[src/rtl/core/rsdh_pkg.sv]
package rsdh_pkg;

  localparam int MAX_PARTICLES_DEF = 4096;
  localparam int SHELL_COUNT_DEF   = 41;

  localparam int RADIUS_W = 27;
  localparam int SQ_W     = 54;
  localparam int DIST_W   = 28;
  localparam int D2_W     = 56;
  localparam int M_W      = 14;
  localparam int PM_W     = 44;
  localparam int W2_W     = 40;
  localparam int W3_W     = 60;
  localparam int DEN_W    = 104;
  localparam int DS_W     = 136;
  localparam int STORE_W  = 98;

  localparam logic [29:0] PI_Q28 = 30'd843314857;

  localparam logic [30:0] BOX_RESET   = 31'd655360;
  localparam logic [19:0] WIDTH_RESET = 20'd16384;

  localparam logic [6:0] CDIV_LAST = 7'd63;
  localparam logic [6:0] MUL_LAST  = 7'd43;
  localparam logic [6:0] DIV_LAST  = 7'd32;

  localparam logic [1:0] REG_BOX_X   = 2'd0;
  localparam logic [1:0] REG_BOX_Y   = 2'd1;
  localparam logic [1:0] REG_BOX_Z   = 2'd2;
  localparam logic [1:0] REG_SHELL_W = 2'd3;

  localparam logic [1:0] AXIS_X = 2'd0;
  localparam logic [1:0] AXIS_Y = 2'd1;
  localparam logic [1:0] AXIS_Z = 2'd2;

  typedef struct packed {
    logic signed [31:0] pos_x;
    logic signed [31:0] pos_y;
    logic signed [31:0] pos_z;
    logic [15:0]        particle_mass;
    logic               in_center_group;
    logic               is_coion;
    logic               is_counterion;
    logic               last_particle;
  } in_word_t;

  typedef struct packed {
    logic [5:0]  shell_number;
    logic [30:0] outer_radius;
    logic [12:0] coion_count;
    logic [12:0] counterion_count;
    logic [31:0] coion_density;
    logic [31:0] counterion_density;
    logic        last_shell;
  } out_word_t;

  typedef struct packed {
    logic       load;
    logic       cdiv_load;
    logic       cdiv_step;
    logic       cdiv_store;
    logic [1:0] axis;
    logic       w_sq;
    logic       w_cube;
    logic       shell_sq;
    logic       scan_run;
    logic       mul_load;
    logic       mul_step;
    logic       dv_load;
    logic       dv_sel;
    logic       dv_step;
    logic       dv_store;
    logic       shell_next;
    logic       frame_clear;
  } dp_cmd_t;

  typedef struct packed {
    logic scan_done;
  } dp_stat_t;

endpackage

[src/rtl/core/rsdh_ctrl.sv]
module rsdh_ctrl import rsdh_pkg::*; #(
  parameter int SHELL_COUNT = SHELL_COUNT_DEF
) (
  input  logic       clk,
  input  logic       rst_n,
  input  logic       start,
  input  logic       last_in,
  output logic       busy,
  output logic       out_valid,
  output logic [5:0] shell_idx,
  output logic       last_shell,
  output dp_cmd_t    cmd,
  input  dp_stat_t   stat
);

  typedef enum logic [11:0] {
    S_IDLE   = 12'b000000000001,
    S_CLOAD  = 12'b000000000010,
    S_CRUN   = 12'b000000000100,
    S_CSTORE = 12'b000000001000,
    S_WSQ    = 12'b000000010000,
    S_WCUBE  = 12'b000000100000,
    S_SHSQ   = 12'b000001000000,
    S_SCAN   = 12'b000010000000,
    S_MUL    = 12'b000100000000,
    S_DLOAD  = 12'b001000000000,
    S_DIV    = 12'b010000000000,
    S_EMIT   = 12'b100000000000
  } state_t;

  localparam logic [5:0] SHELL_LAST = 6'(SHELL_COUNT - 1);

  state_t     state_r, state_nxt;
  logic [6:0] step_r, step_nxt;
  logic [1:0] axis_r, axis_nxt;
  logic [5:0] shell_r, shell_nxt;
  logic       sel_r, sel_nxt;

  always_comb begin
    state_nxt    = state_r;
    step_nxt     = step_r;
    axis_nxt     = axis_r;
    shell_nxt    = shell_r;
    sel_nxt      = sel_r;
    cmd          = '0;
    cmd.axis     = axis_r;
    cmd.dv_sel   = sel_r;
    case (state_r)
      S_IDLE: begin
        if (start) begin
          cmd.load = 1'b1;
          if (last_in) begin
            axis_nxt  = AXIS_X;
            state_nxt = S_CLOAD;
          end
        end
      end
      S_CLOAD: begin
        cmd.cdiv_load = 1'b1;
        step_nxt      = '0;
        state_nxt     = S_CRUN;
      end
      S_CRUN: begin
        cmd.cdiv_step = 1'b1;
        step_nxt      = step_r + 7'd1;
        if (step_r == CDIV_LAST) begin
          state_nxt = S_CSTORE;
        end
      end
      S_CSTORE: begin
        cmd.cdiv_store = 1'b1;
        if (axis_r == AXIS_Z) begin
          state_nxt = S_WSQ;
        end else begin
          axis_nxt  = axis_r + 2'd1;
          state_nxt = S_CLOAD;
        end
      end
      S_WSQ: begin
        cmd.w_sq  = 1'b1;
        shell_nxt = '0;
        state_nxt = S_WCUBE;
      end
      S_WCUBE: begin
        cmd.w_cube = 1'b1;
        state_nxt  = S_SHSQ;
      end
      S_SHSQ: begin
        cmd.shell_sq = 1'b1;
        state_nxt    = S_SCAN;
      end
      S_SCAN: begin
        cmd.scan_run = 1'b1;
        if (stat.scan_done) begin
          cmd.mul_load = 1'b1;
          step_nxt     = '0;
          state_nxt    = S_MUL;
        end
      end
      S_MUL: begin
        cmd.mul_step = 1'b1;
        step_nxt     = step_r + 7'd1;
        if (step_r == MUL_LAST) begin
          sel_nxt   = 1'b0;
          state_nxt = S_DLOAD;
        end
      end
      S_DLOAD: begin
        cmd.dv_load = 1'b1;
        step_nxt    = '0;
        state_nxt   = S_DIV;
      end
      S_DIV: begin
        cmd.dv_step = 1'b1;
        step_nxt    = step_r + 7'd1;
        if (step_r == DIV_LAST) begin
          cmd.dv_store = 1'b1;
          if (sel_r) begin
            state_nxt = S_EMIT;
          end else begin
            sel_nxt   = 1'b1;
            state_nxt = S_DLOAD;
          end
        end
      end
      S_EMIT: begin
        if (shell_r == SHELL_LAST) begin
          cmd.frame_clear = 1'b1;
          state_nxt       = S_IDLE;
        end else begin
          cmd.shell_next = 1'b1;
          shell_nxt      = shell_r + 6'd1;
          state_nxt      = S_SHSQ;
        end
      end
      default: begin
        state_nxt = S_IDLE;
      end
    endcase
  end

  // the second division's store lands on the edge entering S_EMIT
  always_ff @(posedge clk) begin
    if (!rst_n) begin
      state_r    <= S_IDLE;
      step_r     <= '0;
      axis_r     <= AXIS_X;
      shell_r    <= '0;
      sel_r      <= 1'b0;
    end else begin
      state_r    <= state_nxt;
      step_r     <= step_nxt;
      axis_r     <= axis_nxt;
      shell_r    <= shell_nxt;
      sel_r      <= sel_nxt;
    end
  end

  assign busy       = (state_r != S_IDLE);
  assign out_valid  = (state_r == S_EMIT);
  assign shell_idx  = shell_r;
  assign last_shell = (shell_r == SHELL_LAST);

endmodule

[config.mk]
export PLATFORM = sky130hd
export DESIGN_NAME = rsdh_ctrl
export DESIGN_NICKNAME = d
export VERILOG_FILES = /design/src/rtl/core/rsdh_pkg.sv /design/src/rtl/core/rsdh_ctrl.sv
export SDC_FILE = /design/constraint.sdc
export NUM_CORES = 1
export LEC_CHECK = 0
export BUFFER_PORTS_ARGS = -buffer_cell sky130_fd_sc_hd__buf_2
export CORE_MARGIN = 8
export CORE_UTILIZATION = 62
export CTS_BUF_LIST = sky130_fd_sc_hd__clkbuf_8
export CTS_CLUSTER_SIZE = 30
export DETAILED_ROUTE_END_ITERATION = 8
export PLACE_DENSITY = 0.88
export REMOVE_ABC_BUFFERS = 1
export SKIP_LAST_GASP = 1
export SLEW_MARGIN = 20
export SYNTH_ARGS = -nofsm -noshare
export SYNTH_HDL_FRONTEND = slang
export SYNTH_SLANG_ARGS = --single-unit
[constraint.sdc]
create_clock -name clk -period 3.25 [get_ports clk]
set_input_delay 0.325 -clock clk [delete_from_list [all_inputs] [get_ports clk]]
set_output_delay 0.325 -clock clk [all_outputs]
set_load 0.05 [all_outputs]
# Word-level counts from Yosys, hierarchy flattened
# Cells that the tools add are included.
# word_totals
memories	0
latch_bits	0
ram_bits	0
out_inout_bits	27
regBits	28
inputBits	5
romBits	0
# op_classes
muxes	38
n_eq_ne	26
n_reduce_logical	11
bitwise	0
multipliers	0
n_div	0
order_cmp	0
shifts	0
n_addsub	3
# ops
op	count
$pmux 12 s12	1
$mux 12	7
$eq 7x6->1 const B	3
$pmux 7 s3	1
$mux 1	16
$ne 2x2->1 const B	8
$mux 7	2
$eq 12x1->1 const B	1
$eq 12x10->1 const B	1
$eq 12x11->1 const B	1
$eq 12x12->1 const B	1
$eq 12x2->1 const B	1
$eq 12x3->1 const B	1
$eq 12x4->1 const B	1
$eq 12x5->1 const B	1
$eq 12x6->1 const B	1
$eq 12x7->1 const B	1
$eq 12x8->1 const B	1
$eq 12x9->1 const B	1
$mux 2	6
$ne 12x1->1 const B	1
$pmux 6 s2	1
$add 7x1->7 const B	1
$add 6x1->6 const B	1
other kinds (15)	18

# Longest topological paths before layout
# depth
word_depth	4
ltp_mapped	8

# Worst setup path before layout
# No wires, ideal clock.
# synth_path
path_type	reg2reg
start	register state_r[8]
end	register axis_r[0]
t_required_ps	3190
arrival_ps	3312
path_buffers	2
path_slack_ps	-121
path_stages_with_launch	8
period_less_slack_ps	3371
cell_sequence	dfxtp_1 buf_6 or4_4 buf_6 nor4_1 nand2b_1 o21ai_0 and2_1
# synth_between
elab_chain_len	3
word_cells_on_any_way	8
cone_classes	eq/ne (5); mux (1); reduce/logical (2)
# synth_rtl
element	line_no	source
from (decl)	rsdh_ctrl.sv:33	state_t state_r, state_nxt;
from (signal assigned)	rsdh_ctrl.sv:151	state_r <= state_nxt;
$eq 12x4->1 or $eq 12x1->1 (tied branches)	rsdh_ctrl.sv:48	case (state_r)
$ne 2x2->1 (no source line) or $reduce_bool 2->1 (tied branches)	n/a	
$reduce_and 4->1 (no source line)	n/a	
to (signal assigned)	rsdh_ctrl.sv:153	axis_r <= axis_nxt;
to (decl)	rsdh_ctrl.sv:35	logic [1:0] axis_r, axis_nxt;
# Several ways; a longest one is shown, not always the timed one.
# A chain may end at the register's enable or synchronous reset.

==> flow_metrics.tcl <==
set metrics [dict create \
    endpoint_kind "output port" \
    synth_top_area_frac 0.328 \
    cts_max_level 1 \
    rows 19 \
    yosys_warnings 0 \
    place_congestion 0.877 \
    track_usage 0.197 \
    grt_pass1_vias 1582 \
    cts_resized 0 \
    drive_gt1_frac 0.217 \
    crit_slowest_cell "or4_1" \
    postSynth.asyncResetShare 0 \
    skew_ps 4.86 \
    seq_area_um2 561 \
    hold_path_class "in2reg" \
    path_clk_slew_ps 100 \
    critPathMaxFanout 11 \
    status "complete, no violations" \
    multi_input_area_um2 1040 \
    peakVddDrop_v 0.000340 \
    holdWs_ps 417 \
    drc 0 \
    p_leak_nw 0.866 \
    ys_types 51 \
    areaGrowthSynthToFinish_pct 13.1 \
    vias 1654 \
    drtIter0Drc 137 \
    root_buffer "clkbuf_8" \
    syn_avg_cell_area_um2 8.30 \
    insertion_delay_ps 280 \
    critPathArrivalTime_ps 2580 \
    die_h_um 68.5 \
    period_minus_slack_ps 2900 \
    cts_buffers 3 \
    powerDensity_nw_per_um2 435 \
    mappedNetlistArea_um2 1710 \
    grt_antenna_before_repair 0 \
    grt_pass1_wl_um 7250 \
    core_um2 2690 \
    final_cell_mix "buf_2 (31), dfxtp_1 (28), nor2_1 (19)" \
    cts_tree "yes" \
    max_freq_mhz 344 \
    initial_utilization 0.637 \
    cp_cell_sequence "or4_1 > nor4_4 > o21ai_1 > inv_1 > buf_2" \
    via_per_inst 6.22 \
    dpl_cell_area_um2 1860 \
    yosysSeqAreaShare 0.328 \
    post_cts_buffers 0 \
    fin_crit_sh 0.893 \
    start_kind "flop" \
    ant_nets 0 \
    drt_wl_total_um 4340 \
    dieArea_um2 4700 \
    post-route-util 0.720 \
    clock_path_buffers 2 \
    slew_violations 0 \
    tns_ps 0 \
    ys_ff_latch 28 \
    setup_violations 0 \
    grt_max_degree 17 \
    fin_nets 246 \
    rsz0062_at_grt "false" \
    fillers 223 \
    cts.sinks 28 \
    num_io_pins 32 \
    io_buffer_count 31 \
    final_common_cell "buf_2" \
    tightest_slew_ps 894 \
    finalHoldViolCount 0 \
    cap_violations 0 \
    synthTopCellsByArea "dfxtp_1 (33%), nor2_1 (4.2%), ha_1 (3.7%), nand2_1 (3.3%), nand2b_1 (3.3%)" \
    antennaDiodeCount 0 \
    cts_hold_buf 0 \
    cp.required_ps 2920 \
    crit_type "reg2out" \
    die-width_um 68.5 \
    dp_hpwl_um 2980 \
    synth_edf_count 0 \
    cpLargestDelayFamily "simple AND/OR/NAND/NOR gates" \
    dr.pass1.iters 5 \
    wl_per_cell_um 16.3 \
    ys.flop_type "dfxtp_1" \
    synth_top_area_cell "dfxtp_1" \
    netlist_instances 206 \
    final_area_um2 1930 \
    slowest_delay_ps 770 \
    path_buf_inv 2 \
    grt_overflow 0 \
    slew_headroom 0.395 \
]
## power breakdown
| group | internal (mW) | switching, mW | leakage [nW] | total (mW) |
|---|---|---|---|---|
| clock | 0.165 | 0.111 | 0.0357 | 0.276 |
| combinational | 0.0622 | 0.142 | 0.604 | 0.204 |
| sequential | 0.351 | 0.0104 | 0.226 | 0.361 |
## stage by stage
| step | cells | setup WS [ps] | power, mW |
|---|---|---|---|
| floorplan | 198 | -73.3 | 0.513 |
| global placement | 262 | 763 | 0.565 |
| detailed placement | 262 | 692 | 0.567 |
| CTS | 266 | 374 | 0.841 |
| global route | 266 | 243 | 0.875 |
| finish | 266 | 347 | 0.842 |
## worst paths after layout
| kind | cells past startpoint | endpoint | slack (ps) | from |
|---|---|---|---|---|
| hold / removal | 3 | state_r[8] | 420 | stat |
| setup / recovery | 5 | cmd[1] | 350 | state_r[3] |
| setup reg to reg | 5 | state_r[10] | 740 | step_r[2] |
| hold reg to reg | 2 | state_r[11] | 520 | sel_r |
## state kept, by name (all words and copies together), names as in the netlist
register,cells
state_r,12
step_r,7
shell_idx,6
axis_r,2
sel_r,1
## area by class of cell
cell class	count	area share
tap	31	0.0201
clock buffer	3	0.0213
multi-input combinational	157	0.538
timing repair buffer	33	0.0880
sequential	28	0.290
inverter	13	0.0278
clock inverter	1	0.0155
## metal layers
metal,share of wire,up-vias,wire length (um),track usage
li1,-,800,-,-
met1,0.44,784,1920,0.251
met2,0.48,56,2060,0.314
met3,0.055,14,238,0.0339
met4,0.027,0,118,0.0972
met5,0,-,0,0
## cells in the mapped netlist (2+ instances only)
cell type	count
xor2_1	5
and2_1	6
or4_1	2
nor3_1	4
a22o_1	2
a21oi_1	10
or2_2	5
nand4_1	4
nand2_1	15
o21ai_0	6
nand2b_1	9
or4_4	2
inv_1	12
clkbuf_1	3
o31a_1	2
nand4b_1	2
a31oi_1	2
nor4b_2	2
ha_1	5
buf_6	2
nand3b_1	3
nor4_1	9
nor2b_1	2
nand3_1	6
nor4b_1	4
a211o_1	2
o21a_1	2
or3_1	3
dfxtp_1	28
a21o_1	3
nor2_1	19
and3_1	4
buf_4	3
## cell families (layout without fill, tap and decap cells)
group                    after synthesis  in the layout  synth area share
AO/OA/AOI/OAI                         38             38             0.156
XOR/XNOR                               6              6            0.0307
multiplexers                           1              1           0.00658
adder cells (fa/ha/maj)                5              5            0.0366
flip-flops                            28             28             0.328
AND/OR/NAND/NOR                      107            107             0.378
buffers and inverters                 21             50            0.0644
## tightest hold or removal path, cell delays in order
cell and delay [ps]:
buf_2 100, and2_1 140, o2bb2ai_1 100
Power figures use the tool's default switching activity.
